==> src/design/dhtc_pkg.sv <==
// Shared types and constants for the debounced hold-time classifier.
package dhtc_pkg;

  localparam int unsigned CNT_W = 16;
  localparam logic [CNT_W-1:0] CNT_MAX = '1;

  // Input beat actions
  typedef enum logic [1:0] {
    ACT_SAMPLE  = 2'd0,
    ACT_CLEAR   = 2'd1,
    ACT_RESTART = 2'd2
  } action_t;

  // Hold phase of one level
  typedef enum logic [1:0] {
    PH_NONE  = 2'd0,
    PH_SHORT = 2'd1,
    PH_MID   = 2'd2,
    PH_LONG  = 2'd3
  } phase_t;

  // Configuration register indexes
  typedef enum logic [2:0] {
    REG_INIT_VAL     = 3'd0,
    REG_TRUE_SHORT   = 3'd1,
    REG_TRUE_LONG    = 3'd2,
    REG_FALSE_SHORT  = 3'd3,
    REG_FALSE_LONG   = 3'd4,
    REG_STABLE_TRUE  = 3'd5,
    REG_STABLE_FALSE = 3'd6
  } reg_idx_t;

  // Sticky flag bit positions; the false group sits FALSE_GRP above the true group
  localparam int unsigned FLG_WAS   = 0;
  localparam int unsigned FLG_SHORT = 1;
  localparam int unsigned FLG_LONG  = 2;
  localparam int unsigned FALSE_GRP = 3;

  // Run timer enable bits
  localparam int unsigned RUN_TRUE  = 0;
  localparam int unsigned RUN_FALSE = 1;

  typedef struct packed {
    logic             init_val;
    logic [CNT_W-1:0] true_short;
    logic [CNT_W-1:0] true_long;
    logic [CNT_W-1:0] false_short;
    logic [CNT_W-1:0] false_long;
    logic [CNT_W-1:0] stable_true;
    logic [CNT_W-1:0] stable_false;
  } cfg_t;

  typedef struct packed {
    logic             filt;
    logic [CNT_W-1:0] glitch;
    logic [CNT_W-1:0] true_run;
    logic [CNT_W-1:0] false_run;
    phase_t           true_stage;
    phase_t           false_stage;
    logic [5:0]       sticky;
    logic [1:0]       run_active;
  } state_t;

  function automatic logic [CNT_W-1:0] sat_inc(input logic [CNT_W-1:0] x);
    sat_inc = (x == CNT_MAX) ? x : x + CNT_W'(1);
  endfunction

endpackage

==> src/design/dhtc_core.sv <==
// Next-state logic: debounce, run timers, phase classification, sticky flags.
module dhtc_core
  import dhtc_pkg::*;
(
  input  state_t     state_i,
  input  cfg_t       cfg_i,
  input  logic [1:0] action_i,
  input  logic       raw_i,
  input  logic [5:0] mask_i,
  output state_t     state_o
);

  logic             same;
  logic [CNT_W-1:0] glitch_inc;
  logic [CNT_W-1:0] need;
  logic             flip;
  logic             filt_new;
  logic [CNT_W-1:0] run_cur;
  logic [CNT_W-1:0] run_new;
  logic [CNT_W-1:0] short_t;
  logic [CNT_W-1:0] long_t;
  logic [2:0]       grp_flags;
  phase_t           ph_new;
  state_t           smp;

  // Debounce: count differing ticks, flip once the stable count is reached
  assign same       = (raw_i == state_i.filt);
  assign glitch_inc = sat_inc(state_i.glitch);
  assign need       = raw_i ? cfg_i.stable_true : cfg_i.stable_false;
  assign flip       = !same && (glitch_inc >= need);
  assign filt_new   = flip ? raw_i : state_i.filt;

  // Timer and thresholds of the level now held
  assign run_cur = filt_new ? state_i.true_run : state_i.false_run;
  assign short_t = filt_new ? cfg_i.true_short : cfg_i.false_short;
  assign long_t  = filt_new ? cfg_i.true_long : cfg_i.false_long;
  assign run_new = (filt_new ? state_i.run_active[RUN_TRUE] :
                               state_i.run_active[RUN_FALSE]) ?
                   sat_inc(run_cur) : '0;

  // Classify hold time
  always_comb begin
    grp_flags = 3'b001;
    if (run_new < short_t) begin
      ph_new = PH_SHORT;
    end else if (run_new < long_t) begin
      ph_new = PH_MID;
      grp_flags[FLG_SHORT] = 1'b1;
    end else begin
      ph_new = PH_LONG;
      grp_flags[FLG_LONG] = 1'b1;
    end
  end

  // State after a sample beat
  always_comb begin
    smp        = state_i;
    smp.filt   = filt_new;
    smp.glitch = (same || flip) ? '0 : glitch_inc;
    if (filt_new) begin
      smp.false_run             = '0;
      smp.false_stage           = PH_NONE;
      smp.run_active[RUN_FALSE] = 1'b0;
      smp.run_active[RUN_TRUE]  = 1'b1;
      smp.true_run              = run_new;
      smp.true_stage            = ph_new;
      smp.sticky                = state_i.sticky | {3'b000, grp_flags};
    end else begin
      smp.true_run              = '0;
      smp.true_stage            = PH_NONE;
      smp.run_active[RUN_TRUE]  = 1'b0;
      smp.run_active[RUN_FALSE] = 1'b1;
      smp.false_run             = run_new;
      smp.false_stage           = ph_new;
      smp.sticky                = state_i.sticky | {grp_flags, 3'b000};
    end
  end

  // Action select
  always_comb begin
    state_o = state_i;
    case (action_t'(action_i))
      ACT_SAMPLE: begin
        state_o = smp;
      end
      ACT_CLEAR: begin
        state_o.sticky = state_i.sticky & ~mask_i;
      end
      ACT_RESTART: begin
        state_o.filt       = cfg_i.init_val;
        state_o.glitch     = '0;
        state_o.true_run   = '0;
        state_o.false_run  = '0;
        state_o.run_active = 2'b00;
        state_o.sticky     = '0;
        if (cfg_i.init_val) begin
          state_o.true_stage         = PH_SHORT;
          state_o.false_stage        = PH_NONE;
          state_o.sticky[FLG_WAS]    = 1'b1;
        end else begin
          state_o.true_stage                   = PH_NONE;
          state_o.false_stage                  = PH_SHORT;
          state_o.sticky[FALSE_GRP + FLG_WAS]  = 1'b1;
        end
      end
      default: begin
        state_o = state_i;
      end
    endcase
  end

endmodule

==> src/design/debounced_hold_time_classifier.sv <==
// Top level: debounced hold-time classifier with config registers and output skid.
//
// Each input beat is a sample tick, a sticky-flag clear by mask, or a restart
// (action in in_tuser). The block debounces the raw sample, times how long the
// filtered level has held (saturating 16-bit tick counts), classifies that
// time as under short, short to long, or long, and keeps six sticky flags.
// Every input beat yields exactly one result beat carrying the state after
// the action. One beat per clock is sustained while results are taken: the
// whole state update is one pass of logic from the state registers, and an
// output register backed by a one-entry skid stage keeps accepting while a
// result waits; results are registered in it or in the skid stage. Config
// writes take effect at once and are meant to be done while the block is idle.
module debounced_hold_time_classifier
  import dhtc_pkg::*;
(
  input  logic        clk,
  input  logic        rst_n,
  // input stream
  input  logic        in_tvalid,
  output logic        in_tready,
  input  logic [7:0]  in_tdata,   // [0] raw_value, [6:1] clear_mask, [7] zero
  input  logic [1:0]  in_tuser,   // [1:0] action
  // result stream
  output logic        out_tvalid,
  input  logic        out_tready,
  output logic [47:0] out_tdata,  // [0] filtered_value, [2:1] true_phase,
                                  // [4:3] false_phase, [10:5] sticky_flags,
                                  // [26:11] true_time, [42:27] false_time,
                                  // [47:43] zero
  // config write port
  input  logic        cfg_we,
  input  logic [2:0]  cfg_index,
  input  logic [15:0] cfg_wdata
);

  cfg_t        cfg_r;
  state_t      state_r;
  state_t      state_nxt;
  state_t      state_rst;
  logic [47:0] res;
  logic [47:0] out_data_r;
  logic        out_valid_r;
  logic [47:0] skid_data_r;
  logic        skid_valid_r;
  logic        in_acc;
  logic        out_free;

  // Config registers
  always_ff @(posedge clk) begin
    if (!rst_n) begin
      cfg_r <= '0;
    end else if (cfg_we) begin
      case (reg_idx_t'(cfg_index))
        REG_INIT_VAL:     cfg_r.init_val     <= cfg_wdata[0];
        REG_TRUE_SHORT:   cfg_r.true_short   <= cfg_wdata;
        REG_TRUE_LONG:    cfg_r.true_long    <= cfg_wdata;
        REG_FALSE_SHORT:  cfg_r.false_short  <= cfg_wdata;
        REG_FALSE_LONG:   cfg_r.false_long   <= cfg_wdata;
        REG_STABLE_TRUE:  cfg_r.stable_true  <= cfg_wdata;
        REG_STABLE_FALSE: cfg_r.stable_false <= cfg_wdata;
        default: ;
      endcase
    end
  end

  dhtc_core u_core (
    .state_i  (state_r),
    .cfg_i    (cfg_r),
    .action_i (in_tuser),
    .raw_i    (in_tdata[0]),
    .mask_i   (in_tdata[6:1]),
    .state_o  (state_nxt)
  );

  assign in_tready = !skid_valid_r;
  assign in_acc    = in_tvalid && in_tready;
  assign out_free  = !out_valid_r || out_tready;

  // Reset value: level false, false timer in its short phase, was-false flag set
  always_comb begin
    state_rst                             = '0;
    state_rst.true_stage                  = PH_NONE;
    state_rst.false_stage                 = PH_SHORT;
    state_rst.sticky[FALSE_GRP + FLG_WAS] = 1'b1;
  end

  // Classifier state
  always_ff @(posedge clk) begin
    if (!rst_n) begin
      state_r <= state_rst;
    end else if (in_acc) begin
      state_r <= state_nxt;
    end
  end

  // Result packing
  assign res = {5'b00000, state_nxt.false_run, state_nxt.true_run, state_nxt.sticky,
                2'(state_nxt.false_stage), 2'(state_nxt.true_stage), state_nxt.filt};

  // Output register and skid stage, control
  always_ff @(posedge clk) begin
    if (!rst_n) begin
      out_valid_r  <= 1'b0;
      skid_valid_r <= 1'b0;
    end else if (out_free) begin
      if (skid_valid_r) begin
        out_valid_r  <= 1'b1;
        skid_valid_r <= 1'b0;
      end else begin
        out_valid_r  <= in_acc;
      end
    end else if (in_acc) begin
      skid_valid_r <= 1'b1;
    end
  end

  // Output register and skid stage, data
  always_ff @(posedge clk) begin
    if (out_free) begin
      if (skid_valid_r) begin
        out_data_r <= skid_data_r;
      end else if (in_acc) begin
        out_data_r <= res;
      end
    end else if (in_acc) begin
      skid_data_r <= res;
    end
  end

  assign out_tvalid = out_valid_r;
  assign out_tdata  = out_data_r;

  // The skid stage only fills behind a waiting result
  a_skid_behind_out: assert property (@(posedge clk) disable iff (!rst_n)
    skid_valid_r |-> out_valid_r)
    else $error("skid entry without output entry");

  // A beat taken while the output stalls lands in the skid stage
  a_stall_to_skid: assert property (@(posedge clk) disable iff (!rst_n)
    (in_acc && out_valid_r && !out_tready) |=> skid_valid_r)
    else $error("stalled beat lost");

  // Only the held level's timer may run
  a_true_idle: assert property (@(posedge clk) disable iff (!rst_n)
    !state_r.filt |-> (state_r.true_run == '0 && state_r.true_stage == PH_NONE))
    else $error("true timer active while false");

  a_false_idle: assert property (@(posedge clk) disable iff (!rst_n)
    state_r.filt |-> (state_r.false_run == '0 && state_r.false_stage == PH_NONE))
    else $error("false timer active while true");

endmodule

==> config.mk <==
export PLATFORM = sky130hd
export DESIGN_NAME = debounced_hold_time_classifier
export DESIGN_NICKNAME = d
export VERILOG_FILES = /design/src/design/dhtc_pkg.sv /design/src/design/dhtc_core.sv /design/src/design/debounced_hold_time_classifier.sv
export SDC_FILE = /design/constraint.sdc
export NUM_CORES = 1
export LEC_CHECK = 0
export BUFFER_PORTS_ARGS = -buffer_cell sky130_fd_sc_hd__buf_2
export CAP_MARGIN = 20
export CORE_MARGIN = 2
export CORE_UTILIZATION = 61
export CTS_CLUSTER_SIZE = 25
export DETAILED_ROUTE_END_ITERATION = 7
export PLACE_DENSITY = 0.8
export SLEW_MARGIN = 20
export SYNTH_ARGS = -nofsm -noshare
export SYNTH_HDL_FRONTEND = slang
export SYNTH_HIERARCHICAL = 1
export SYNTH_SLANG_ARGS = --single-unit
==> constraint.sdc <==
create_clock -name clk -period 9.9 [get_ports clk]
set_input_delay 1.485 -clock clk [delete_from_list [all_inputs] [get_ports clk]]
set_output_delay 1.485 -clock clk [all_outputs]
set_load 0.01 [all_outputs]
; ---- Word level (Yosys, flattened, before mapping)
; Cells that the tools add are included.
[classes]
reduce_logical = 22
n_mux = 25
add_sub_neg = 2
order_cmp = 3
bitwise = 6
eq_ne = 11
[ops]
columns = cell, n
row1 = 16-bit two-way mux, 8
row2 = 53-bit case mux with 2 select lines, 1
row3 = 43-bit two-way mux, 2
row4 = 44-bit two-way mux, 1
row5 = 16-bit by 1-bit adder with 16-bit output (second input constant), 2
row6 = 16-bit == test (second input constant), 2
row7 = 16-bit less-than comparator, 2
row8 = 2-bit AND reduction, 10
row9 = 6-bit case mux with 3 select lines, 1
row10 = 16-bit >= comparator, 1
row11 = 3-bit == test (second input constant), 3
row12 = 1-bit two-way mux, 8
row13 = 6-bit bitwise AND, 1
row14 = 3-bit by 2-bit == test with 1-bit output (second input constant), 2
row15 = 6-bit inverter, 1
row16 = 6-bit by 3-bit bitwise OR with 6-bit output, 1
row17 = 6-bit bitwise OR, 1
row18 = 2-bit two-way mux, 2
row19 = 2-bit case mux with 2 select lines, 1
row20 = 2-bit nonzero test, 2
row21 = 3-bit by 1-bit == test with 1-bit output (second input constant), 1
row22 = 1-bit logical NOT, 3
row23 = 3-bit logical NOT, 1
row24 = 3-bit two-way mux, 1
row25 = other kinds (8), 11
[totals]
reg_bits = 246

; ---- Depth between registers and ports, before layout
; Gate-level depths: netlist of run 1.
[depth]
ltp_word = 17
ltp_mapped = 41
ltp_nobuf = 36

; ---- By module
; The synthesis of run 1 kept the hierarchy.
[modules_own_cells]
columns = module, instances, area_each_um2, seq_area_each_um2, cells_per_inst
row1 = debounced_hold_time_classifier, 1, 8679.6, 5785.5, 762
row2 = dhtc_core, 1, 4131.5, 0.0, 605

; ---- Worst setup path after synthesis of run 1
; OpenSTA, ideal clock, no wires.
[synth_path]
path_kind = input to register
start = input port in_tdata[0]
end = register out_data_r[1] (netlist: out_tdata[1]), data pin
slack_ns = 1.196
setup_ns = 0.260
n_path_buf = 6
required_time_ns = 9.640
cell_stages = 34
arrival_time_ns = 8.444
cell_sequence = buf_1 -> clkbuf_1 -> mux2i_1 -> ha_1 -> nand4_1 -> or2_1 -> o41a_1 -> and4_4 -> buf_6 -> nor2_1 -> buf_2 -> buf_2 -> buf_4 -> nand2_1 -> nand2_1 -> ha_1 -> nand2_1 -> or3_1 -> o2111ai_1 -> nor2_1 -> nand4_1 -> o21ai_0 -> xnor2_1 -> a211oi_1 -> ha_1 -> a21o_1 -> a21o_1 -> a21oi_1 -> nor2_1 -> a2111oi_0 -> o221a_2 -> and3_1 -> o221ai_1 -> mux2_2
[synth_rtl]
columns = element, line_no
row1 = start: declaration, debounced_hold_time_classifier.sv:21  ; input logic [7:0] in_tdata,
row2 = end signal: assignment, debounced_hold_time_classifier.sv:121  ; out_data_r <= skid_data_r;
row3 = end signal: assignment, debounced_hold_time_classifier.sv:123  ; out_data_r <= res;
row4 = end: declaration, debounced_hold_time_classifier.sv:41  ; logic [47:0] out_data_r;

==> impl_metrics.json, run 1 <==
{
  "status": "finished clean",
  "clk_pin_slew_ns": 0.07,
  "cts_hold_buf": 0,
  "path_class": "register to register",
  "yosys.area.top_type": "dfxtp_1",
  "ys_ff_latch": 246,
  "setup_tns_ns": 0,
  "ir_worst_vdd_mv": 0.1627,
  "worst_slack_ns": 0.6305,
  "cts_sinks": 246,
  "crit_arrival_ns": 9.54,
  "nNetsFinal": 1482,
  "period_share_pct": 93.63,
  "dp_hpwl_um": 20170,
  "vias_per_cell": 6.215,
  "die_width_um": 148.9,
  "final_layout_size_suffix_gt1_share_pct": 14.60,
  "critPathMaxStageDelay_ns": 0.52,
  "max_freq_ghz": 0.1079,
  "drc": 0,
  "port_buffers": 77,
  "coreArea_um2": 20820,
  "setup_viol": 0,
  "dieArea_um2": 22180,
  "synth_cell_types": 74,
  "p_leak_nw": 5.252,
  "syn_area_um2": 12810,
  "fin_crit_ns": 9.269,
  "critPathBufInv": 0,
  "drtIter0Drc": 861,
  "slew_viol_final": 0,
  "synth_area_per_cell_um2": 9.372,
  "clk_path_buf_depth": 3,
  "root_buffer": "clkbuf_16",
  "clock_latency_ns": 0.52,
  "slowest_stage": "nor2b_1",
  "crit_top_cell": "ha_1",
  "syn_inst": 1367,
  "drt_first_pass_iters": 6,
  "crit_required_ns": 10.17,
  "wl_um": 29990,
  "grt_overflow": 0,
  "num_antenna_cells": 0,
  "post-cts-setup-buffers": 0,
  "cp-start-kind": "register",
  "slew_headroom_pct": 19.35,
  "pre_cts_ws_ns": 0.5407,
  "placementRows": 53,
  "tightestPinTransition_ns": 1.205,
  "yosysTopAreaCellShare_pct": 25.00,
  "ys_top_cells_by_count": "nand2_1, dfxtp_1, o21ai_0",
  "cap_viol_max_count": 0,
  "synth_enable_flop_cells": 86,
  "grt_pass1_vias": 9212,
  "rsz0062_at_grt": "no",
  "cts_buffers": 25,
  "async_flop_share_pct": 0,
  "yosysWarnings": 6,
  "grt_use_total_pct": 26.61,
  "postCtsResizedCells": 0,
  "chipHeight_um": 148.9,
  "dpl_cell_area_um2": 13240,
  "critPathCaptureType": "register",
  "crit_family": "simple AND/OR/NAND/NOR gates",
  "synthFlopType": "dfxtp_1",
  "holdWs_ns": 0.4516,
  "power_density_nw_per_um2": 160.3,
  "synth.most_common_cell": "nand2_1",
  "min-delay-path-class": "register to register",
  "grt_max_degree": 113,
  "ant_nets": 0,
  "final_area_um2": 14110,
  "tritoncts": "yes",
  "path_max_fanout": 17,
  "io_pins": 84,
  "area_delta_synth_final_pct": 10.16,
  "wl_per_cell_um": 17.71,
  "gp_congestion": 0.9357,
  "antenna_found_initial": 0,
  "htreeDepth": 1,
  "grt_pass1_wl_um": 47970,
  "via_count": 10520,
  "start_util_pct": 61.53,
  "finClkSkew_ns": 0.01531,
  "synthTopCellsByArea": "dfxtp_1, edfxtp_1, nand2_1",
  "ys_seq_area_share_pct": 45.16,
  "hold_viol": 0
}
sequential cells by signal, indices dropped and copies added (netlist names):
signal / flops
cfg_r: 97
out_tdata: 43
out_tvalid: 1
skid_data_r: 43
skid_valid_r: 1
state_r: 61
final timing paths:
path,start,to,slack [ns],cells after the start
worst min-delay path,state_r[11],state_r[11],0.45,2
worst max-delay path,state_r[44],out_tdata[10],0.63,34
worst min register to register,state_r[11],state_r[11],0.45,2
worst max register to register,state_r[44],out_tdata[10],0.63,34
worst reg2reg max path, delay by kind of cell, from the launching register on:
family	cells	cell delay, ns
AOI/OAI and AO/OA	11	2.97
xor gates and xnor gates	2	0.33
adders and majority gates	4	1.14
muxes	2	0.59
and+or+nand+nor	15	3.52
DFF	1	0.43
power breakdown:
group / leakage [nW] / switching (mW) / internal, mW
logic: 2.74 / 0.142 / 0.0706
registers: 2.09 / 0.0107 / 1.07
clock network: 0.420 / 0.382 / 0.583
stage by stage:
stage | power (mW) | std cells | utilization [%]
floorplan | 1.255 | 1371 | -
global placement | 1.310 | 1645 | 63.51
finish | 2.262 | 1693 | 67.77
CTS | 2.281 | 1691 | 67.62
global route | 2.335 | 1693 | 67.77
detailed placement | 1.316 | 1646 | 63.56
cell usage in the layout, fill, tap and decap left out, drive strengths merged, types with 6 or more instances in the layout:
cell type | netlist | routed
a211oi | 8 | 8
a21boi | 61 | 61
a21o | 13 | 13
a21oi | 19 | 19
a22o | 21 | 21
and3 | 13 | 13
buf | 60 | 96
clkbuf | 34 | 30
clkinv | 1 | 10
dfxtp | 160 | 160
edfxtp | 86 | 86
ha | 48 | 48
inv | 10 | 11
mux2 | 47 | 47
mux2i | 60 | 60
nand2 | 209 | 209
nand2b | 9 | 9
nand3 | 136 | 136
nand4 | 14 | 14
nor2 | 48 | 48
nor2b | 9 | 9
nor3 | 18 | 18
nor4 | 8 | 8
o21ai | 149 | 149
o31ai | 16 | 16
o41ai | 6 | 6
or2 | 6 | 6
or3 | 11 | 11
xnor2 | 12 | 12
xor2 | 10 | 10
cell type report:
class / instances / area (µm²)
Inverter: 11 / 41.29
Multi-Input combinational cell: 1020 / 6544
Tap cell: 275 / 344.1
Timing Repair Buffer: 96 / 550.5
Clock inverter: 15 / 181.4
Clock buffer: 30 / 664.4
Fill cell: 1659 / 6710
Sequential cell: 246 / 5787
kinds of logic (layout without fill, tap and decap cells):
kind of cell,after synthesis,after routing,share of synthesized area (%)
other cells,1,5,0.02927
buf+inv,105,152,4.131
flops,246,246,45.16
compound gates,333,333,16.95
xor+xnor,22,22,1.504
mux,108,108,8.995
simple gates,504,504,18.54
fa+ha+maj,48,48,4.688
metal layers:
metal	GRT usage, %	up-vias	routed length, µm
li1	-	5061	-
met1	38.05	4971	13380
met2	43.09	429	13750
met3	3.119	61	2007
met4	7.143	0	847
met5	0	-	0
(Power assumes the default switching activity.)
==> run 2: changes to the inputs <==
--- a/config.mk
+++ b/config.mk
@@ -12,8 +12,6 @@
 export CTS_CLUSTER_SIZE = 25
 export DETAILED_ROUTE_END_ITERATION = 7
 export PLACE_DENSITY = 0.8
-export SLEW_MARGIN = 20
 export SYNTH_ARGS = -nofsm -noshare
 export SYNTH_HDL_FRONTEND = slang
-export SYNTH_HIERARCHICAL = 1
 export SYNTH_SLANG_ARGS = --single-unit
==> run 2 against run 1 <==
Critical path depth down 5. Core utilization up 1.7 points. Final cell count down 0.30%. Register-to-register slack better by 0.23 ns. Maximum frequency up 2.6%. Clock-buffer cell count up 6. Non-clock buffer count down 4. Synthesized cell count down 0.80%. Via count down 2.9%. First-iteration DRC count down 2.2%. Largest power group unchanged.
==> impl_metrics.json, run 2 <==
{
  "cts_buffers": 26,
  "gp_congestion": 0.9480,
  "chipHeight_um": 148.1,
  "path_class": "register to register",
  "area_delta_synth_final_pct": 11.46,
  "clk_path_buf_depth": 3,
  "synthFlopType": "dfxtp_1",
  "synth_area_per_cell_um2": 9.335,
  "setup_tns_ns": 0,
  "path_max_fanout": 10,
  "synth_top_family_by_area": "simple AND/OR/NAND/NOR gates",
  "cts_hold_buf": 0,
  "syn_inst": 1356,
  "port_buffers": 77,
  "drc": 0,
  "async_flop_share_pct": 0,
  "regMostFlops": "cfg_r",
  "postCtsResizedCells": 0,
  "slew_headroom_pct": 25.42,
  "wl_um": 30860,
  "rsz0062_at_grt": "no",
  "crit_required_ns": 10.13,
  "final_common_cell": "nand2_1",
  "synth-compound-area-share_pct": 17.23,
  "io_pins": 84,
  "wl_per_cell_um": 18.28,
  "grt_use_total_pct": 28.26,
  "grt_overflow": 0,
  "htreeDepth": 1,
  "drt_first_pass_iters": 5,
  "clock_latency_ns": 0.53,
  "fin_crit_ns": 9.035,
  "coreArea_um2": 20300,
  "post-cts-setup-buffers": 0,
  "tightestPinTransition_ns": 1.115,
  "status": "finished clean",
  "placementRows": 52,
  "critPathMaxStageDelay_ns": 0.78,
  "crit_family": "simple AND/OR/NAND/NOR gates",
  "via_count": 10220,
  "crit_top_cell": "and4_1",
  "dp_hpwl_um": 20890,
  "final_layout_size_suffix_gt1_share_pct": 13.82,
  "synth_mux_area_share_pct": 8.293,
  "ys_seq_area_share_pct": 45.71,
  "ir_worst_vdd_mv": 0.1387,
  "dieArea_um2": 21920,
  "power_mw": 2.325,
  "syn_area_um2": 12660,
  "power_density_nw_per_um2": 164.8,
  "grt_pass1_vias": 9671,
  "final_area_um2": 14110,
  "grt_pass1_wl_um": 50180,
  "finClkSkew_ns": 0.01107,
  "largest_reg_flops": 97,
  "antenna_found_initial": 0,
  "min-delay-path-class": "register to register",
  "yosysTopAreaCellShare_pct": 25.30,
  "synthAdderAreaFrac_pct": 4.744,
  "final_cell_mix": "nand2_1, dfxtp_1, a21boi_0",
  "dpl_cell_area_um2": 13170,
  "die_width_um": 148.1,
  "ys_ff_latch": 246,
  "yosysWarnings": 0,
  "synth_cell_types": 75,
  "synth_enable_flop_cells": 86,
  "slowest_stage": "a2111oi_1",
  "period_share_pct": 91.27,
  "cts_sinks": 246,
  "critPathCaptureType": "register",
  "max_freq_ghz": 0.1107,
  "root_buffer": "clkbuf_16",
  "hold_viol": 0,
  "synth_xor_area_share_pct": 2.145,
  "crit_arrival_ns": 9.26,
  "yosys.area.top_type": "dfxtp_1",
  "synth.most_common_cell": "nand2_1",
  "ant_nets": 0,
  "vias_per_cell": 6.055,
  "critPathBufInv": 0,
  "slew_viol_final": 0,
  "ys_top_cells_by_count": "nand2_1, dfxtp_1, a21boi_0",
  "start_util_pct": 62.36,
  "synth-simple-area-share_pct": 18.59,
  "p_leak_nw": 5.250,
  "clk_pin_slew_ns": 0.06,
  "reg_top3": "cfg_r: 97 flops, state_r: 61 flops",
  "nNetsFinal": 1480,
  "setup_viol": 0,
  "tritoncts": "yes",
  "num_antenna_cells": 0,
  "grt_max_degree": 103,
  "cp-start-kind": "register",
  "cap_viol_max_count": 0,
  "drtIter0Drc": 842,
  "holdWs_ns": 0.4568,
  "synthTopCellsByArea": "dfxtp_1, edfxtp_1, nand2_1"
}
-- run 2: cell count changes after synthesis, sizes merged, moves of 14 or more --
| cell | change |
|---|---|
| nand3 | -102 |
| nand2 | +99 |
| o21ai | -88 |
| a21boi | +42 |
| buf | -41 |
| clkbuf | +29 |
| nor2b | +20 |
| a21oi | +19 |
| nor2 | +15 |
| a22o | -14 |
-- run 2: area by class of cell --
cell class	instances	area, µm²
Multi-Input combinational cell	1015	6490
Timing Repair Buffer	92	520.5
Clock inverter	12	161.4
Sequential cell	246	5786
Clock buffer	36	749.5
Fill cell	1576	6191
Inverter	17	63.81
Tap cell	270	337.8
-- run 2: stage by stage --
step | cells | worst slack (ns) | utilization, %
3_3_place_gp | 1637 | 1.104 | 64.81
3_5_place_dp | 1638 | 1.051 | 64.88
4_1_cts | 1686 | 1.018 | 69.37
2_1_floorplan | 1360 | 1.560 | -
6_report | 1688 | 0.8646 | 69.50
5_1_grt | 1688 | 0.3550 | 69.50
-- run 2: where the power goes --
part | switching, mW | internal [mW]
logic | 0.140 | 0.0771
registers | 0.0111 | 1.08
clock network | 0.391 | 0.631
-- run 2: per-layer routing --
| metal | up-vias | part of all wire, % | global-route usage [%] |
|---|---|---|---|
| li1 | 4890 | - | - |
| met1 | 4892 | 43 | 38.98 |
| met2 | 375 | 47 | 46.02 |
| met3 | 63 | 7.0 | 4.202 |
| met4 | 0 | 2.9 | 9.429 |
| met5 | - | 0 | 0 |
-- run 2: worst paths after layout --
| kind | startpoint | endpoint | slack, ns | depth (start not counted) |
|---|---|---|---|---|
| min | state_r[10] | state_r[10] | 0.46 | 2 |
| max | state_r[48] | out_tdata[1] | 0.86 | 29 |
| max reg2reg | state_r[48] | out_tdata[1] | 0.86 | 29 |
| min reg2reg | state_r[10] | state_r[10] | 0.46 | 2 |
-- run 2: worst reg2reg max path: cells and delay by family, from the launching register on --
family,cells,cell delay [ns]
muxes,2,0.81
adders and majority gates,3,0.92
and+or+nand+nor,15,4.04
DFF,1,0.45
xor gates and xnor gates,2,0.33
AOI/OAI and AO/OA,7,2.17
-- run 2: kinds of logic after synthesis --
| group | after synthesis |
|---|---|
| AND/OR/NAND/NOR | 522 |
| AO/OA/AOI/OAI | 310 |
| flip-flops | 246 |
| multiplexers | 99 |
| buffers and inverters | 99 |
| adder cells (fa/ha/maj) | 48 |
| XOR/XNOR | 31 |
| other | 1 |
==> run 3: changes to the inputs <==
--- a/config.mk
+++ b/config.mk
@@ -12,6 +12,7 @@
 export CTS_CLUSTER_SIZE = 25
 export DETAILED_ROUTE_END_ITERATION = 7
 export PLACE_DENSITY = 0.8
+export REMOVE_ABC_BUFFERS = 1
 export SYNTH_ARGS = -nofsm -noshare
 export SYNTH_HDL_FRONTEND = slang
 export SYNTH_SLANG_ARGS = --single-unit
==> run 3 against run 2 <==
Clock skew is 0.00060 ns higher. Combinational power hardly changed. Non-clock buffer count is 1 higher. Register-to-register slack worse by 0.09 ns. Critical endpoint unchanged. Critical path depth stayed put.
==> impl_metrics.json, run 3 (synthesized netlist as in run 2, its figures left out) <==
{
  "fin_crit_ns": 9.127,
  "path_max_fanout": 10,
  "cap_viol_max_count": 0,
  "cts_hold_buf": 0,
  "htreeDepth": 1,
  "chipHeight_um": 148.1,
  "nNetsFinal": 1481,
  "drt_first_pass_iters": 5,
  "hp-start": "cfg_r[64]",
  "antenna_found_initial": 0,
  "num_antenna_cells": 0,
  "final_layout_size_suffix_gt1_share_pct": 14.02,
  "r2r_end": "out_tdata[1]",
  "area_delta_synth_final_pct": 11.51,
  "via_count": 10070,
  "p_leak_nw": 5.248,
  "cp-start-kind": "register",
  "postCtsResizedCells": 0,
  "grt_max_degree": 116,
  "gp_congestion": 0.8976,
  "num-fill-cells": 1609,
  "path_class": "register to register",
  "crit_arrival_ns": 9.37,
  "crit_required_ns": 10.14,
  "hold_viol": 0,
  "final_common_cell": "nand2_1",
  "critPathCaptureType": "register",
  "die_width_um": 148.1,
  "grt_use_total_pct": 27.65,
  "final_cell_mix": "nand2_1, dfxtp_1, a21boi_0",
  "root_buffer": "clkbuf_16",
  "post-cts-setup-buffers": 0,
  "coreArea_um2": 20300,
  "start_util_pct": 62.36,
  "tightestPinTransition_ns": 0.9999,
  "setup_tns_ns": 0,
  "hold_end": "cfg_r[64]",
  "placementRows": 52,
  "clk_path_buf_depth": 3,
  "slowest_stage": "a2111oi_1",
  "clk_pin_slew_ns": 0.06,
  "slew_headroom_pct": 33.34,
  "dp_hpwl_um": 20380,
  "port_buffers": 77,
  "tritoncts": "yes",
  "power_density_nw_per_um2": 164.8,
  "drc": 0,
  "grt_pass1_vias": 9274,
  "min-delay-path-class": "register to register",
  "crit_top_cell": "and4_1",
  "vias_per_cell": 5.961,
  "cts_sinks": 246,
  "dpl_cell_area_um2": 13170,
  "clock_latency_ns": 0.53,
  "reg2reg_from": "state_r[48]",
  "regMostFlops": "cfg_r",
  "ir_worst_vdd_mv": 0.1191,
  "ant_nets": 0,
  "wl_per_cell_um": 18.29,
  "rsz0062_at_grt": "no",
  "grt_overflow": 0,
  "slew_viol_final": 0,
  "critPathMaxStageDelay_ns": 0.79,
  "largest_reg_flops": 97,
  "setup_viol": 0,
  "finClkSkew_ns": 0.01167,
  "status": "finished clean",
  "max_freq_ghz": 0.1096,
  "reg2regPathDepth": 29,
  "hold_depth": 2,
  "final_area_um2": 14110,
  "dieArea_um2": 21920,
  "timing.reg2reg.setup_slack_ns": 0.77,
  "reg_top3": "cfg_r: 97 flops, state_r: 61 flops",
  "drtIter0Drc": 804,
  "period_share_pct": 92.20,
  "io_pins": 84,
  "grt_pass1_wl_um": 48800,
  "wl_um": 30890,
  "cts_buffers": 26
}
-- run 3: cell types whose count changed in the layout (fill, tap and decap cells not counted), sizes merged --
cell | before | now
buf | 92 | 93
bufinv | 4 | 2
clkbuf | 36 | 39
clkinv | 8 | 6
clkinvlp | 0 | 2
inv | 17 | 16
-- run 3: area by class of cell --
| cell class | instances | area [µm²] | share of cell area (%) |
|---|---|---|---|
| clock buffers | 39 | 814.5 | 5.771 |
| clock inverters | 9 | 97.59 | 0.6914 |
| inverters | 17 | 63.81 | 0.4521 |
| multi-input cells | 1015 | 6495 | 46.02 |
| flip-flops and latches | 246 | 5786 | 40.99 |
| well taps | 270 | 337.8 | 2.393 |
| repair buffers | 93 | 520.5 | 3.688 |
-- run 3: stage by stage --
| stage | hold slack [ns] | instances | setup WS [ns] | total power, mW | utilization (%) |
|---|---|---|---|---|---|
| after floorplan | 0.4353 | 1278 | 1.829 | 1.240 | - |
| after global placement | 0.4433 | 1638 | 1.050 | 1.316 | 64.87 |
| after detailed placement | 0.4585 | 1638 | 0.9283 | 1.320 | 64.87 |
| after CTS | 0.4668 | 1686 | 0.9461 | 2.334 | 69.36 |
| after global routing | 0.4817 | 1689 | 0.3214 | 2.394 | 69.53 |
| final | 0.4651 | 1689 | 0.7726 | 2.327 | 69.53 |
-- run 3: worst max-delay path by stage --
stage           startpoint      endpoint  cells after the start
2_1_floorplan  state_r[48]  out_tdata[1]                     29
3_3_place_gp   in_tdata[0]  out_tdata[1]                     25
3_5_place_dp   in_tdata[0]  out_tdata[1]                     25
4_1_cts        state_r[48]  out_tdata[1]                     29
5_1_grt        state_r[48]  out_tdata[1]                     29
6_report       state_r[48]  out_tdata[1]                     29
-- run 3: worst max-delay path: cells and delay by family, from the launching register on --
family	cells	cell delay, ns
XOR/XNOR	2	0.30
multiplexers	2	0.81
adder cells (fa/ha/maj)	3	0.88
AND/OR/NAND/NOR	15	4.15
AO/OA/AOI/OAI	7	2.24
flip-flops	1	0.45
-- run 3: where the power goes --
group / total [mW] / switching [mW] / internal [mW] / leakage, nW
combinational: 0.216 / 0.139 / 0.0769 / 2.72
clock: 1.02 / 0.404 / 0.620 / 0.446
sequential: 1.09 / 0.0115 / 1.08 / 2.08
-- run 3: routing by layer --
layer	GRT usage, %	up-vias	share of wire [%]
li1	-	4900	-
met5	0	-	0
met1	37.33	4822	44
met3	3.589	38	5.9
met4	6.381	0	1.7
met2	47.73	308	49
